## src/bumc_pkg.sv

```systemverilog
`timescale 1ns / 1ps
// ----------------------------------------------------------------------------
// bumc_pkg
// Shared codes, constants and the brightness table for the one-button unlock
// and menu controller.
// ----------------------------------------------------------------------------
package bumc_pkg;

	typedef logic [1:0] cmd_t;
	typedef logic [2:0] action_t;
	typedef logic [1:0] mode_t;
	typedef logic [2:0] step_t;
	typedef logic [1:0] screen_t;
	typedef logic [2:0] bidx_t;
	typedef logic [7:0] level_t;
	typedef logic [1:0] cfg_idx_t;
	typedef logic [15:0] timeout_t;

	localparam cmd_t CMD_TICK  = 2'd0;
	localparam cmd_t CMD_SHORT = 2'd1;
	localparam cmd_t CMD_LONG  = 2'd2;
	localparam cmd_t CMD_HELD  = 2'd3;

	localparam action_t ACT_NONE    = 3'd0;
	localparam action_t ACT_NEXT    = 3'd1;
	localparam action_t ACT_LOOP    = 3'd2;
	localparam action_t ACT_BRIGHT  = 3'd3;
	localparam action_t ACT_SPECIAL = 3'd4;

	localparam mode_t MODE_NEXT    = 2'd0;
	localparam mode_t MODE_PREV    = 2'd1;
	localparam mode_t MODE_BRIGHT  = 2'd2;
	localparam mode_t MODE_SPECIAL = 2'd3;

	localparam screen_t SCR_BLANK = 2'd0;
	localparam screen_t SCR_LONG  = 2'd1;
	localparam screen_t SCR_SHORT = 2'd2;
	localparam screen_t SCR_MENU  = 2'd3;

	localparam step_t STEP_WAIT_SHORT = 3'd0;
	localparam step_t STEP_RELEASE    = 3'd4;
	localparam step_t STEP_UNLOCKED   = 3'd5;

	localparam cfg_idx_t CFG_IDLE_TIMEOUT = 2'd0;
	localparam cfg_idx_t CFG_STEP_TIMEOUT = 2'd1;

	localparam timeout_t IDLE_TIMEOUT_RESET = 16'd10000;
	localparam timeout_t STEP_TIMEOUT_RESET = 16'd4000;

	function automatic level_t bright_level(input bidx_t idx);
		level_t lvl;
		begin
			case (idx)
				3'd0: lvl = 8'd2;
				3'd1: lvl = 8'd4;
				3'd2: lvl = 8'd8;
				3'd3: lvl = 8'd16;
				3'd4: lvl = 8'd32;
				3'd5: lvl = 8'd64;
				3'd6: lvl = 8'd128;
				default: lvl = 8'd255;
			endcase
			return lvl;
		end
	endfunction

endpackage

```

## src/button_unlock_menu_controller_core.sv

```systemverilog
`timescale 1ns / 1ps
// ----------------------------------------------------------------------------
// button_unlock_menu_controller_core
// One-button gesture controller: six-state unlock sequence with deadlines,
// then a small menu with mode cycling and a wrapping brightness cursor.
// ----------------------------------------------------------------------------
// Channel | Direction | Handshake             | Payload
// in      | input     | in_valid / in_ready   | cmd, now_ms, button_down, long_hold_reached
// out     | output    | out_valid / out_ready | action, menu_mode, brightness_level,
//         |           |                       | lock_state, screen_view
// cfg     | input     | cfg_valid / cfg_ready | cfg_index, cfg_data
//
// Each item is held in the input register and then moves to the result register,
// where its result is presented; one item is taken every cycle while the
// output is drained.
// The state update (one 32-bit add and one wrapping compare) sits between the
// two registers, and the next item sees the state left by the one before it.
// A stalled output holds the result register and then the input register.
// Reset clears the state to locked, next mode and the initial brightness.
// ----------------------------------------------------------------------------
module button_unlock_menu_controller_core #(
	parameter int INITIAL_BRIGHTNESS_INDEX = 4
) (
	input  logic                      clk,
	input  logic                      arst_n,
	input  logic                      in_valid,
	output logic                      in_ready,
	input  bumc_pkg::cmd_t            cmd,
	input  logic [31:0]               now_ms,
	input  logic                      button_down,
	input  logic                      long_hold_reached,
	output logic                      out_valid,
	input  logic                      out_ready,
	output bumc_pkg::action_t         action,
	output bumc_pkg::mode_t           menu_mode,
	output bumc_pkg::level_t          brightness_level,
	output bumc_pkg::step_t           lock_state,
	output bumc_pkg::screen_t         screen_view,
	input  logic                      cfg_valid,
	output logic                      cfg_ready,
	input  bumc_pkg::cfg_idx_t        cfg_index,
	input  bumc_pkg::timeout_t        cfg_data
);
	import bumc_pkg::*;

	timeout_t idle_to_q;
	timeout_t step_to_q;

	logic        valid_s1;
	cmd_t        cmd_s1;
	logic [31:0] now_s1;
	logic        down_s1;
	logic        hold_s1;

	step_t       step_q;
	logic [31:0] deadline_q;
	mode_t       mode_q;
	bidx_t       bidx_q;

	logic        out_valid_q;
	action_t     action_q;
	mode_t       mode_out_q;
	level_t      level_q;
	step_t       step_out_q;
	screen_t     screen_q;

	logic        advance;
	step_t       step_n;
	step_t       step_t1;
	logic [31:0] deadline_n;
	mode_t       mode_n;
	bidx_t       bidx_n;
	action_t     action_n;
	screen_t     screen_n;
	logic [31:0] diff;
	logic [31:0] arm_sum;
	logic        use_idle;
	logic        expired;
	logic        is_long;

	assign cfg_ready = 1'b1;
	assign advance   = valid_s1 && (!out_valid_q || out_ready);
	assign in_ready  = !valid_s1 || advance;

	always_ff @(posedge clk or negedge arst_n) begin
		if (!arst_n) begin
			idle_to_q <= IDLE_TIMEOUT_RESET;
			step_to_q <= STEP_TIMEOUT_RESET;
		end else if (cfg_valid) begin
			if (cfg_index == CFG_IDLE_TIMEOUT) begin
				idle_to_q <= cfg_data;
			end else if (cfg_index == CFG_STEP_TIMEOUT) begin
				step_to_q <= cfg_data;
			end
		end
	end

	always_ff @(posedge clk or negedge arst_n) begin
		if (!arst_n) begin
			valid_s1 <= 1'b0;
		end else if (in_ready) begin
			valid_s1 <= in_valid;
		end
	end

	always_ff @(posedge clk) begin
		if (in_ready && in_valid) begin
			cmd_s1  <= cmd;
			now_s1  <= now_ms;
			down_s1 <= button_down;
			hold_s1 <= long_hold_reached;
		end
	end

	assign diff    = now_s1 - deadline_q;
	assign expired = (step_q != STEP_WAIT_SHORT) && !diff[31];
	assign is_long = (cmd_s1 == CMD_LONG);
	assign step_t1 = expired ? STEP_WAIT_SHORT : step_q;
	assign use_idle = (cmd_s1 == CMD_TICK);
	assign arm_sum = now_s1 + {16'd0, (use_idle ? idle_to_q : step_to_q)};

	always_comb begin
		step_n     = step_q;
		deadline_n = deadline_q;
		mode_n     = mode_q;
		bidx_n     = bidx_q;
		action_n   = ACT_NONE;
		screen_n   = SCR_BLANK;
		case (cmd_s1)
			CMD_TICK: begin
				step_n = step_t1;
				if (step_t1 < STEP_UNLOCKED) begin
					if ((step_t1 == STEP_WAIT_SHORT && !down_s1) || hold_s1 ||
					    step_t1 >= STEP_RELEASE) begin
						screen_n = SCR_BLANK;
					end else if (step_t1[0]) begin
						screen_n = SCR_LONG;
					end else begin
						screen_n = SCR_SHORT;
					end
					if (step_t1 >= STEP_RELEASE && !down_s1) begin
						step_n     = STEP_UNLOCKED;
						deadline_n = arm_sum;
						screen_n   = SCR_MENU;
					end
				end else begin
					if (down_s1) begin
						deadline_n = arm_sum;
					end
					screen_n = SCR_MENU;
				end
			end
			CMD_SHORT, CMD_LONG: begin
				if (step_q < STEP_UNLOCKED) begin
					if (step_q[0] != is_long) begin
						step_n = STEP_WAIT_SHORT;
					end else begin
						step_n     = step_q + 3'd1;
						deadline_n = arm_sum;
					end
				end
				if (step_n >= STEP_UNLOCKED) begin
					if (is_long) begin
						case (mode_q)
							MODE_NEXT: mode_n = MODE_PREV;
							MODE_PREV: mode_n = MODE_BRIGHT;
							default:   mode_n = MODE_NEXT;
						endcase
					end else begin
						case (mode_q)
							MODE_NEXT: action_n = ACT_NEXT;
							MODE_PREV: action_n = ACT_LOOP;
							MODE_BRIGHT: begin
								bidx_n   = bidx_q + 3'd1;
								action_n = ACT_BRIGHT;
							end
							default: action_n = ACT_SPECIAL;
						endcase
					end
				end
			end
			default: begin
				if (step_q < STEP_UNLOCKED) begin
					step_n = STEP_WAIT_SHORT;
				end else begin
					mode_n = MODE_SPECIAL;
				end
			end
		endcase
	end

	always_ff @(posedge clk or negedge arst_n) begin
		if (!arst_n) begin
			step_q     <= STEP_WAIT_SHORT;
			deadline_q <= 32'd0;
			mode_q     <= MODE_NEXT;
			bidx_q     <= bidx_t'(INITIAL_BRIGHTNESS_INDEX);
		end else if (advance) begin
			step_q     <= step_n;
			deadline_q <= deadline_n;
			mode_q     <= mode_n;
			bidx_q     <= bidx_n;
		end
	end

	always_ff @(posedge clk or negedge arst_n) begin
		if (!arst_n) begin
			out_valid_q <= 1'b0;
		end else if (!out_valid_q || out_ready) begin
			out_valid_q <= valid_s1;
		end
	end

	always_ff @(posedge clk) begin
		if (advance) begin
			action_q   <= action_n;
			mode_out_q <= mode_n;
			level_q    <= bright_level(bidx_n);
			step_out_q <= step_n;
			screen_q   <= screen_n;
		end
	end

	assign out_valid        = out_valid_q;
	assign action           = action_q;
	assign menu_mode        = mode_out_q;
	assign brightness_level = level_q;
	assign lock_state       = step_out_q;
	assign screen_view      = screen_q;

endmodule

```

## config.mk

```make
export PLATFORM = sky130hd
export DESIGN_NAME = button_unlock_menu_controller_core
export DESIGN_NICKNAME = d
export VERILOG_FILES = /design/src/bumc_pkg.sv /design/src/button_unlock_menu_controller_core.sv
export SDC_FILE = /design/constraint.sdc
export NUM_CORES = 1
export LEC_CHECK = 0
export BUFFER_PORTS_ARGS = -buffer_cell sky130_fd_sc_hd__buf_2
export CORE_MARGIN = 5
export CORE_UTILIZATION = 39
export CTS_BUF_LIST = sky130_fd_sc_hd__clkbuf_4 sky130_fd_sc_hd__clkbuf_8
export DETAILED_ROUTE_END_ITERATION = 10
export GPL_TIMING_DRIVEN = 0
export PLACE_DENSITY_LB_ADDON = 0.1
export SYNTH_ARGS = -nofsm -noshare
export SYNTH_HDL_FRONTEND = slang
export SYNTH_SLANG_ARGS = --single-unit
```

## constraint.sdc

```tcl
create_clock -name clk -period 3.8 [get_ports clk]
set_input_delay 0.38 -clock clk [delete_from_list [all_inputs] [get_ports clk]]
set_output_delay 0.38 -clock clk [all_outputs]
set_load 0.02 [all_outputs]
```

==> implementation parameters <==
Parameter                              Value

Run status
  Status ... completed

STA
  Rel. slew slack ... 18.8%
  Final cycle utilization of the critical path ... 94.7%
  Count of endpoints failing setup in the final report ... 0
  Setup slack of the critical path after layout ... 0.201 ns
  Tightest Pin Transition ... 1.22 ns
  Shortest clock period the worst path allows after layout ... 3.60 ns
  RSZ-0062 raised after global routing ... false
  Final hold slack ... 0.0971 ns
  Final hold violation count ... 0
  FMAX ... 278 MHz
  Max-slew violation count ... 0
  Setup Skew ... 0.0183 ns

Clocking
  Clock tree from TritonCTS ... yes
  CTS root buf ... clkbuf_8
  Inserted Clock Buffers ... 17
  Total number of clock tree sinks ... 128
  Number of H-tree levels ... 4
  Clock insertion delay at the later pin of the skew report ... 0.45 ns
  Register clock-pin slew on the reported worst setup and hold paths ... 0.09 ns
  Max Buffers Root-to-Sink ... 2

Worst setup path
  Arrival @ worst endpoint ... 3.92 ns
  Type of element capturing the critical path ... register
  Cell with the largest stage delay on the worst path ... edfxtp_1
  Sum of buffers and inverters on the critical path ... 3
  Crit Path Class ... register to register
  Crit-path max cell delay ... 0.39 ns
  Largest delay share family, worst path ... compound AO/OA/AOI/OAI gates
  Launching element type of the critical path ... register
  Crit path cell chain ... inv_1 > ha_4 > clkbuf_4 > mux2_2 > ha_1 > o21ai_0 > o21a_1 > nor3_1 > o22ai_2 > buf_4 > o31ai_1 > xor2_1 > mux2_1
  Req. time, crit path ... 4.12 ns
  Critical-path maximum fanout ... 10

Route
  Routed met1 length ... 7650 um
  Number of remaining DRC errors ... 0
  Antenna Violating Nets Remaining ... 0
  Avg WL per Cell ... 16.3 um
  Total met2 wirelength after detailed routing ... 7890 um
  Wire length reported by the detailed router ... 16300 um
  Count of TritonRoute iterations in the first routing pass ... 6
  Total met3 wirelength after detailed routing ... 612 um
  Number of vias in the routed layout ... 5281
  Top routing layer used ... met4
  Post-DR vias/cell ... 5.26
  Initial detailed-routing violation count ... 302

Floorplanning
  Die span in y ... 148 um
  Site Rows ... 50
  Total die area ... 22000 sq um
  Starting utilization of the core area ... 39.7%
  Io pins ... 80
  Width of the chip ... 148 um
  Floorplan Core Area ... 18800 sq um

Final layout
  Diodes inserted ... 0
  Final std cell area, no fill ... 8650 sq um
  Layout area overhead ... 16.2%
  Footprint of the multi-input gates ... 3710 sq um
  Share of post-route cells with drive strength above 1 ... 26.0%
  Fillcell total ... 1780
  Most frequent standard cell in the layout excluding fill and tap cells ... buf_2
  Area taken by flip-flops and latches ... 3490 sq um
  Count of nets after finishing ... 875
  Highest-count cells in the layout ignoring fill and taps ... buf_2 (77), dfrtp_1 (62), ha_1 (57), edfxtp_1 (54), mux2_2 (53)

Placement
  Final GP Congestion ... 0.845
  Post-Place Setup Slack ... -0.779 ns
  Cell area after placement ... 8190 sq um
  Count of input and output buffers ... 78
  Sum of net half-perimeters after detailed placement ... 12300 um

Power
  Total power per unit cell area ... 601 nW/um^2
  Combinational power share ... 38.4%
  Overall power of the completed layout ... 5.20 mW
  Cell leakage power ... 3.78 nW
  Sw frac ... 35.8%
  Net switching power ... 1.86 mW
  Reg power frac ... 38.0%
  Max VDD drop ... 0.237 mV
  Internal Power ... 3.34 mW
  Clock share of power ... 23.6%

Synth
  Post-synth net total ... 773
  Fraction of registers with async set or reset after synthesis ... 57.8%
  Most instantiated flip-flop cell in the synthesis netlist ... dfrtp_1
  Register bit total from synthesis ... 128
  Synthesized instance count ... 655
  Number of distinct library cell variants in the gate-level netlist after synthesis ... 66
  Number of enable-type register cells in the synthesized netlist ... 54
  Register area share after synthesis ... 46.8%
  Synthesized area per cell ... 11.4 sq um
  Yosys synthesis warning count ... 0
  Syn Std Cell Area ... 7450 sq um

Global route
  Initial antenna violation count ... 0
  Grt total ovfl ... 0
  First-pass GRT wire length ... 26700 um
  Number of global-route vias before repair ... 5426
  Total track usage ... 15.3%
  Largest net degree at the start of global routing ... 45

Job
  Max-cap check violation count ... 0

Worst hold path
  Hold WC Path Type ... primary input to register
sequential cells by signal, indices dropped and copies added (netlist names):
signal and flops:
action 3, now_s1 32, menu_mode 2, valid_s1 1, hold_s1 1, down_s1 1, screen_view 2, cmd_s1 2
step_q 3, step_to_q 16, mode_q 2, out_valid 1, brightness_level 8, lock_state 3, idle_to_q 16, bidx_q 3
deadline_q 32
area by class of cell:
class | instances | area share [%]
clock buffer | 19 | 2.88
clock inverter | 13 | 1.89
inverter | 46 | 2.00
buffer | 19 | 1.08
sequential | 128 | 40.3
multi-input combinational | 461 | 42.9
timing repair buffer | 84 | 5.55
tap | 234 | 3.38
synth_stat cells (all sizes together), types with 2 or more instances:
cell     count  area [sq um]
xor2        20           175
o21a         8          60.1
a41oi        2          17.5
a21o         4          30.0
ha          58           726
buf          5          37.5
mux2i       28           280
and3         7          43.8
a31oi        5          31.3
nand2b      10          62.6
o21bai       5          37.5
nor2        28           105
and4         8          70.1
nand3b       2          15.0
a221oi       3          38.8
xnor2       19           166
nor3         7          40.0
nand3       23           115
o22ai        2          18.8
dfstp       12           315
dfrtp       62          1550
o2111ai      4          35.0
nand2       24          90.1
or3          4          25.0
o2bb2ai      6          52.6
nand4       11          68.8
mux2        57           642
a21oi       31           159
nor2b        3          18.8
nor3b        5          42.5
o21ai       37           185
clkbuf      15          56.3
o31ai        4          30.0
inv         45           169
edfxtp      54          1620
or2          2          12.5
and2         7          43.8
a2111oi      2          17.5
o211ai       4          30.0
a211oi       7          70.1
per-stage QoR:
stage / TNS [ns] / std cells / util [%]
finish: 0 / 1004 / 46.1
global route: 0 / 1004 / 46.1
CTS: 0 / 1004 / 46.1
detailed placement: -12.15 / 969 / 43.6
global placement: -11.43 / 967 / 43.3
floorplan: 0 / 655 / -
layer usage:
layer,global-route usage [%],up-vias
met5,0,-
met4,4.48,0
met3,3.81,19
met2,24.8,93
met1,20.4,2553
li1,-,2616
timing repair:
item                                    in CTS  in global routing
cloned                                       0                  0
setup buffers                                3                  0
endpoints found under the setup margin      24                  1
pin swaps                                    2                  0
endpoints found under the hold margin       20                  0
resized for setup                            4                  1
hold buffers                                 1                  0
worst paths after layout:
path,startpoint,cells past startpoint,slack [ns],endpoint
worst max-delay path,cmd_s1[0]$_DFFE_PP_,13,0.20,deadline_q[27]$_DFFE_PN0P_
worst min register to register,deadline_q[1]$_DFFE_PN0P_,1,0.49,deadline_q[1]$_DFFE_PN0P_
worst max register to register,cmd_s1[0]$_DFFE_PP_,13,0.20,deadline_q[27]$_DFFE_PN0P_
min in group asynchronous,arst_n,2,0.42,deadline_q[19]$_DFFE_PN0P_
max in group asynchronous,arst_n,3,2.72,bidx_q[2]$_DFFE_PN1P_
worst min-delay path,now_ms[21],1,0.1,now_s1[21]$_DFFE_PP_
worst register-to-register path: cells and delay by family (launching register included):
family / cells / cell delay (ns)
compound gates: 4 / 0.81
xor+xnor: 1 / 0.12
fa+ha+maj: 2 / 0.62
buf+inv: 3 / 0.59
flops: 1 / 0.39
mux: 2 / 0.65
simple gates: 1 / 0.31
logic make-up (layout without fill, tap and decap cells):
group	count (synthesis)	count (layout)	share of synthesized area, %
AO/OA/AOI/OAI	132	132	11.9
XOR/XNOR	39	39	4.59
adder cells (fa/ha/maj)	59	59	10.0
buffers and inverters	66	181	3.58
flip-flops	128	128	46.8
multiplexers	85	85	12.4
other	1	1	0.0504
AND/OR/NAND/NOR	145	145	10.6
power by group through the flow:
stage / sequential [mW] / clock (mW) / combinational (mW)
2_1_floorplan: 2.00 / 0 / 1.46
3_3_place_gp: 2.00 / 0 / 1.91
3_5_place_dp: 2.01 / 0 / 1.97
4_1_cts: 1.98 / 1.27 / 2.01
5_1_grt: 2.02 / 1.32 / 2.27
6_report: 1.98 / 1.23 / 2.00
Power figures use the tool's default switching activity.
